<file path="src/hdl/salc_pkg.sv">
// Shared types and constants of the cache tag engine.
package salc_pkg;
  localparam int MAX_SETS   = 256;
  localparam int MAX_WAYS   = 4;
  localparam int SET_W      = $clog2(MAX_SETS);
  localparam int ROW_AW     = SET_W + 1;
  localparam int ROWS       = 2 * MAX_SETS;
  localparam int WAY_W      = $clog2(MAX_WAYS);
  localparam int FILL_W     = WAY_W + 1;
  localparam int ADDR_W     = 32;
  localparam int TAG_W      = ADDR_W - 2;

  localparam logic [1:0] KIND_READ  = 2'd0;
  localparam logic [1:0] KIND_WRITE = 2'd1;
  localparam logic [1:0] KIND_FETCH = 2'd2;
  localparam logic [1:0] KIND_FLUSH = 2'd3;

  localparam logic [2:0] REG_SPLIT  = 3'd0;
  localparam logic [2:0] REG_ISETS  = 3'd1;
  localparam logic [2:0] REG_DSETS  = 3'd2;
  localparam logic [2:0] REG_WAYS   = 3'd3;
  localparam logic [2:0] REG_OFFSET = 3'd4;
  localparam logic [2:0] REG_WB     = 3'd5;
  localparam logic [2:0] REG_WA     = 3'd6;

  // One memory row holds a whole set.
  typedef struct packed {
    logic [MAX_WAYS-1:0][TAG_W-1:0] tag;
    logic [MAX_WAYS-1:0]            dirty;
    logic [MAX_WAYS-1:0][1:0]       age;
    logic [FILL_W-1:0]              fill;
  } row_t;

  typedef struct packed {
    logic        hit;
    logic        replaced;
    logic [4:0]  fetch_words;
    logic [15:0] copy_back_words;
    logic        we;
  } lookup_res_t;

  typedef struct packed {
    logic [FILL_W-1:0] ways;
    logic [4:0]        wpb;
    logic              write_back;
    logic              write_allocate;
  } policy_t;
endpackage

</file>
<file path="src/hdl/salc_update.sv">
// Hit search, victim choice and LRU update of one set row.
module salc_update (
  input  salc_pkg::row_t              row,
  input  logic [salc_pkg::TAG_W-1:0]  tag,
  input  logic                        store,
  input  salc_pkg::policy_t           pol,
  output salc_pkg::row_t              nrow,
  output salc_pkg::lookup_res_t       res
);
  import salc_pkg::*;

  logic [FILL_W-1:0] f, nf;
  logic              hit;
  logic [WAY_W-1:0]  hw, vw, way;
  logic [1:0]        a;

  // Search valid lines, lowest way first; pick the first oldest line.
  always_comb begin
    f   = (row.fill > FILL_W'(MAX_WAYS)) ? FILL_W'(MAX_WAYS) : row.fill;
    hit = 1'b0;
    hw  = '0;
    vw  = '0;
    for (int i = 0; i < MAX_WAYS; i++) begin
      if (FILL_W'(i) < f && !hit && row.tag[i] == tag) begin
        hit = 1'b1;
        hw  = WAY_W'(i);
      end
    end
    for (int i = 1; i < MAX_WAYS; i++) begin
      if (FILL_W'(i) < f && row.age[i] > row.age[vw]) begin
        vw = WAY_W'(i);
      end
    end
  end

  // Build the written-back row and the result.
  always_comb begin
    nrow = row;
    res  = '0;
    way  = '0;
    nf   = f;
    a    = '0;
    if (hit) begin
      way    = hw;
      a      = row.age[hw];
      res.hit = 1'b1;
      res.we  = 1'b1;
    end else if (store && !pol.write_allocate) begin
      res.copy_back_words = 16'd1;
    end else begin
      res.we          = 1'b1;
      res.fetch_words = pol.wpb;
      if (f < pol.ways) begin
        way = WAY_W'(f);
        nf  = f + FILL_W'(1);
        a   = 2'(f);
      end else begin
        way          = vw;
        a            = row.age[vw];
        res.replaced = 1'b1;
        if (row.dirty[vw]) begin
          res.copy_back_words = {11'd0, pol.wpb};
        end
      end
    end
    if (res.we) begin
      for (int i = 0; i < MAX_WAYS; i++) begin
        if (FILL_W'(i) < nf && WAY_W'(i) != way && row.age[i] < a) begin
          nrow.age[i] = row.age[i] + 2'd1;
        end
      end
      nrow.age[way] = 2'd0;
      nrow.fill     = nf;
      if (!hit) begin
        nrow.tag[way]   = tag;
        nrow.dirty[way] = 1'b0;
      end
      if (store) begin
        if (pol.write_back) begin
          nrow.dirty[way] = 1'b1;
        end else begin
          res.copy_back_words = res.copy_back_words + 16'd1;
        end
      end
    end
  end
endmodule

</file>
<file path="config.mk">
export PLATFORM = sky130hd
export DESIGN_NAME = salc_update
export DESIGN_NICKNAME = d
export VERILOG_FILES = /design/src/hdl/salc_pkg.sv /design/src/hdl/salc_update.sv
export SDC_FILE = /design/constraint.sdc
export NUM_CORES = 1
export LEC_CHECK = 0
export BUFFER_PORTS_ARGS = -buffer_cell sky130_fd_sc_hd__buf_2
export CORE_AREA = 2 2 129 131
export DETAILED_ROUTE_END_ITERATION = 10
export DIE_AREA = 0 0 131 133
export REMOVE_ABC_BUFFERS = 1
export SLEW_MARGIN = 25
export SYNTH_ARGS = -nofsm -noshare
export SYNTH_HDL_FRONTEND = slang
export SYNTH_SLANG_ARGS = --single-unit
</file>
<file path="constraint.sdc">
create_clock -name vclk -period 7.4
set_input_delay 0.74 -clock vclk [all_inputs]
set_output_delay 0.74 -clock vclk [all_outputs]
set_load 0.005 [all_outputs]
</file>
## Word-level counts from Yosys, hierarchy flattened

Cells that the tools add are included.

- Output and inout bits: 159
- Register bits after elaboration: 0
- Bits of input ports: 176
- Logic and storage cells: 128

- Eq/ne operators: 7
- Add/subtract/negate cells: 6
- Reductions and logical operators: 25
- Multiplexer cells: 62
- Bitwise operators: 5
- $lt $le $gt $ge: 23

Operators with widths:

| operator | count |
|---|---|
| two-way mux 124 bit | 2 |
| two-way mux 135 bit | 1 |
| bitwise mux 120 bit | 1 |
| == test 30 bit | 4 |
| two-way mux 16 bit | 5 |
| demux 30 bit (select 2 bit) | 1 |
| two-way mux 2 bit | 23 |
| two-way mux 30 bit | 1 |
| two-way mux 22 bit | 1 |
| logical AND 1 bit | 20 |
| adder 16 x 1 -> 16 bit (second input constant) | 1 |
| binary-select mux 2 bit (select 2 bit) | 4 |
| < comparator 2 x 3 -> 1 bit (second input constant) | 5 |
| < comparator 1 x 3 -> 1 bit (first input constant) | 4 |
| < comparator 2 x 3 -> 1 bit (first input constant) | 4 |
| two-way mux 1 bit | 12 |
| two-way mux 3 bit | 4 |
| adder 2 x 1 -> 2 bit (second input constant) | 4 |
| bitwise AND 8 bit | 1 |
| < comparator 2 bit | 4 |
| two-way mux 4 bit | 2 |
| NOT 8 bit | 1 |
| greater-than comparator 2 bit | 3 |
| two-way mux 6 bit | 1 |
| 15 further kinds | 19 |

## Depth between registers and ports, before layout

Gate-level depths: netlist of run 1.

- Depth after elaboration: 30
- Depth in mapped cells: 21
- Gate-level depth less buffers: 21

## Least setup slack after synthesis of run 1

OpenSTA, ideal clock, no wires.

- Path type: input to output
- Start: input row[4] in the netlist's numbering
- End: output nrow[102] in the netlist's numbering
- Path buffers: 2
- Required time: 6.660 ns
- Cell stages on the path: 20
- Data arrival time: 5.076 ns
- Setup slack: 1.584 ns
- Cells stage by stage: inv_1 -> ha_1 -> nor2b_1 -> o221ai_1 -> mux2i_1 -> ha_1 -> nor2b_1 -> o211ai_1 -> mux2_2 -> ha_1 -> nor2b_1 -> o211ai_1 -> o21ai_0 -> o221ai_1 -> a21o_1 -> a21oi_1 -> or3_1 -> buf_2 -> buf_6 -> mux2_4

RTL lines:

| item | line | source |
|---|---|---|
| start, declared | salc_update.sv:3 | `input salc_pkg::row_t row,` |
| end, declared | salc_update.sv:7 | `output salc_pkg::row_t nrow,` |

==> reports/qor.csv, run 1 <==
metric,value,unit
syn_area_per_cell,8.24,um^2
register_area,0,um^2
fin_crit,6.89,ns
cts_resized,0,
mappedNetlistArea,4490,um^2
period_share,93.1,%
gp_congestion,0.925,
die_w,131,um
maxSlewViolCount,0,
grt_pass1_wl,29200,um
finalHoldViolations,0,
fmax,0.145,GHz
slowest_delay,0.41,ns
dr_total_vias,5163,
area.growth.synth_to_final,36.2,%
synthDistinctLibCells,61,
yosys_warnings,0,
n_sequential_cell,0,
drive_above_1_share,56.5,%
rsz0062_at_grt,false,
power.density,90.8,nW/um^2
cts_setup_buffers,0,
fin_tns_setup,0,ns
cp_num_buf_inv,4,
nets,1014,
num-fill-cells,1742,
viasPerCell,4.90,
port_buffers,325,
grt_pass1_vias,5000,
core_region_area,16200,um^2
detail_route.wl_per_cell,19.3,um
critPathArrivalTime,6.15,ns
drc_errors,0,
worstSetupEndpointType,output port,
overflow,0,
slew_headroom,37.8,%
crit_path_end,nrow[120],
worstPathMaxFanout,30,
synth_top_area_share,23.3,%
ant_nets,0,
routed_wl,20400,um
grt_max_degree,32,
ys_seq_area_share,0,%
ios,335,
first_pass_iters,6,
fp-row-count,47,
power,0.000555,W
status,"finished, final reports clean",
startpoint_type,input pin,
setup_viol,0,
first_iter_violations,201,
cap_violations,0,
start_util,27.8,%
mostFrequentLayoutCells,"325 x buf_2, 93 x mux2_2, 83 x xnor2_1",
netlist_instances,545,
clock_buffers,0,
hpwl,17500,um
die-area,17400,um^2
hold_path_class,in -> out,
p_leak,2.94,nW
die_h,133,um
mostFrequentLayoutCell,buf_2,
synth.area.top_cells,"mux2_2 23%, xnor2_1 16%, mux2_4 9.7%",
crit_type,in -> out,
synth_largest_area_cell,mux2_2,
path_depth,22,
grtUsageTotal,21.7,%
hold_buffers,0,
crit_family,compound AO/OA/AOI/OAI gates,
max-vdd-ir-drop,50.0,uV
cp.required,6.66,ns
critPathLaunch,row[4],
worst_pin_slew,0.925,ns
cp_slowest_cell,mux2_2,
antenna_found_initial,7,
path_cells,"buf_2, inv_1, ha_1, nor2b_1, o221ai_1, mux2i_1, ha_1, nor2b_1, o211ai_1, mux2_2, ha_1, nor2b_1, o211ai_1, o21ai_0, o221ai_1, a21o_1, a21oi_1, nand3_1, nor2_4, buf_4, mux2_2, buf_2",
==> report_power, final <==
group	total, W	switching (W)	internal, W
combinational	0.000555	0.000275	0.000281
clock	0.000000000145	0	0.000000000145
sequential	0	0	0
total	0.000555	0.000275	0.000281
==> routing by layer <==
metal  share of wire, %  global-route usage, %  routed length (um)  up-vias
met5                  0                      0                   0        -
met4                1.8                   4.02                 368        0
met3                6.7                   2.71                1360       19
met2                 51                   40.0               10400      228
met1                 40                   26.7                8230     2417
li1                   -                      -                   -     2499
==> area by class of cell <==
cell class | count | area [um^2] | share of cell area, %
Antenna cell | 8 | 20.0 | 0.327
Tap cell | 220 | 275 | 4.50
Multi-Input combinational cell | 478 | 4080 | 66.7
Inverter | 17 | 66.3 | 1.08
Timing Repair Buffer | 330 | 1680 | 27.4
==> logic make-up (layout without fill, tap and decap cells) <==
kind of cell,after synthesis,in the layout,synth area share [%]
other,1,18,0.0835
buffers and inverters,76,347,10.5
adder cells (fa/ha/maj),11,11,3.06
AO/OA/AOI/OAI,69,69,11.1
multiplexers,127,127,34.1
AND/OR/NAND/NOR,136,136,16.7
XOR/XNOR,125,125,24.4
==> synthesized netlist by cell type, drive strengths merged, types with 2 or more instances <==
master  number
a211o        2
a21oi       14
a221oi       4
a22oi        2
a31oi        3
a41o         2
and2         9
and3         3
buf         58
ha          11
inv         17
mux2       122
mux2i        5
nand2       27
nand2b       2
nand3       10
nand4       22
nor2        26
nor2b        6
nor3         7
nor4        13
nor4b        2
o211ai       5
o21a         3
o21ai       17
o221ai       2
o311ai       2
o31ai        2
o41ai        3
or2          2
or3          2
xnor2       83
xor2        42
==> how the worst min path moves through the flow <==
stage / slack [ns] / depth (start not counted) / end / startpoint
after CTS: 1.77 / 3 / res[18] / pol[3]
after floorplan: 1.56 / 1 / nrow[0] / row[0]
after global placement: 1.77 / 3 / res[18] / pol[3]
after detailed placement: 1.77 / 3 / res[18] / pol[3]
after global routing: 1.80 / 3 / res[18] / pol[3]
final: 1.77 / 3 / res[18] / pol[3]
==> stage by stage <==
stage                     std cells  area [um^2]  hold WS (ns)  setup WS (ns)  utilization, %
after global placement         1045         6090          1.77          0.642            37.7
final                          1053         6110          1.77          0.511            37.8
after CTS                      1045         6090          1.77          0.464            37.7
after floorplan                 495         4120          1.56          0.765               -
after global routing           1051         6110          1.80         0.0724            37.8
after detailed placement       1045         6090          1.77          0.475            37.7
Note: power is estimated with default switching activity, not from simulation.
==> run 2, diff against run 1 <==
--- a/config.mk
+++ b/config.mk
@@ -9,6 +9,7 @@
 export CORE_AREA = 2 2 129 131
 export DETAILED_ROUTE_END_ITERATION = 10
 export DIE_AREA = 0 0 131 133
+export PLACE_DENSITY = 0.62
 export REMOVE_ABC_BUFFERS = 1
 export SLEW_MARGIN = 25
 export SYNTH_ARGS = -nofsm -noshare
==> reports/qor.csv, run 2 (synthesis gave the netlist of run 1 again) <==
metric,value,unit
n_sequential_cell,0,
fmax,0.142,GHz
register_area,0,um^2
num-fill-cells,1753,
fin_crit,7.05,ns
crit_type,in -> out,
port_buffers,325,
first_iter_violations,250,
nets,1015,
detail_route.wl_per_cell,19.5,um
setup_viol,0,
startpoint_type,input pin,
slowest_delay,0.77,ns
max-vdd-ir-drop,49.5,uV
power.density,90.9,nW/um^2
start_util,27.8,%
p_leak,2.94,nW
cap_violations,0,
drc_errors,0,
die_w,131,um
slew_headroom,37.3,%
die_h,133,um
hold_start,pol[3],
area.growth.synth_to_final,35.9,%
cp_slowest_cell,or3_2,
cts_setup_buffers,0,
grt_max_degree,31,
finalHoldViolations,0,
worstSetupEndpointType,output port,
worst_pin_slew,0.931,ns
core_region_area,16200,um^2
fp-row-count,47,
ant_nets,0,
mostFrequentLayoutCells,"325 x buf_2, 93 x mux2_2, 83 x xnor2_1",
viasPerCell,4.92,
antenna_found_initial,7,
grtUsageTotal,22.0,%
period_share,95.3,%
multi_input_area,4070,um^2
worstPathMaxFanout,16,
grt_pass1_wl,29300,um
critPathArrivalTime,6.31,ns
routed_wl,20600,um
clock_buffers,0,
first_pass_iters,5,
hold_path_class,in -> out,
hold_buffers,0,
hpwl,17600,um
cts_resized,0,
ios,335,
gp_congestion,0.947,
status,"finished, final reports clean",
grt_pass1_vias,4980,
maxSlewViolCount,0,
rsz0062_at_grt,false,
place_inst,1046,
stdcell_count,1053,
whs_endpoint,res[18],
overflow,0,
holdPathStages,3,
fin_tns_setup,0,ns
drive_above_1_share,56.5,%
cp.required,6.66,ns
dr_total_vias,5185,
die-area,17400,um^2
path_cells,"buf_2, inv_1, ha_1, nor2b_1, o221ai_1, mux2i_1, ha_1, nor2b_1, o211ai_1, mux2_2, ha_1, nor2b_1, o211ai_1, o21ai_0, o221ai_1, a21o_1, a21oi_1, or3_2, buf_4, mux2_4, buf_2",
mostFrequentLayoutCell,buf_2,
## run 2: per-stage QoR
step	total power, W	cell area, um^2	utilization [%]	hold WS (ns)	worst slack, ns
after floorplan	0.000305	4120	-	1.56	0.765
after global placement	0.000550	6090	37.6	1.77	0.603
after detailed placement	0.000554	6090	37.6	1.76	0.470
after CTS	0.000557	6090	37.6	1.76	0.458
after global routing	0.000600	6090	37.7	1.79	0.0928
final	0.000555	6100	37.7	1.76	0.347
## run 2: how the worst max path moves through the flow
stage	from	end
3_5_place_dp	row[4]	nrow[90]
4_1_cts	row[4]	nrow[90]
3_3_place_gp	row[4]	nrow[81]
6_report	row[4]	nrow[90]
2_1_floorplan	row[4]	nrow[15]
5_1_grt	row[4]	nrow[101]
## run 2: cell type report
| type | instances | area share [%] |
|---|---|---|
| antenna | 7 | 0.287 |
| tap | 220 | 4.51 |
| inverter | 17 | 1.09 |
| multi-input combinational | 478 | 66.7 |
| timing repair buffer | 331 | 27.4 |
## run 2: routing by layer
metal  routed length (um)  global-route usage (%)  share of wire, %
met1                 8270                    27.5                40
met5                    8                       0             0.039
met3                 1640                    4.08               8.0
met4                  291                    3.31               1.4
met2                10400                    39.6                50
## run 2: report_power, final
| group | internal, W | switching (W) |
|---|---|---|
| sequential | 0 | 0 |
| combinational | 0.000278 | 0.000277 |
| clock | 0.000000000127 | 0 |
| total | 0.000278 | 0.000277 |
## run 2: critical path: cells and delay by family
kind | cells | cell delay (ns)
AND/OR/NAND/NOR | 4 | 1.18
AO/OA/AOI/OAI | 7 | 1.78
adder cells (fa/ha/maj) | 3 | 0.86
buffers and inverters | 4 | 0.66
multiplexers | 3 | 1.05
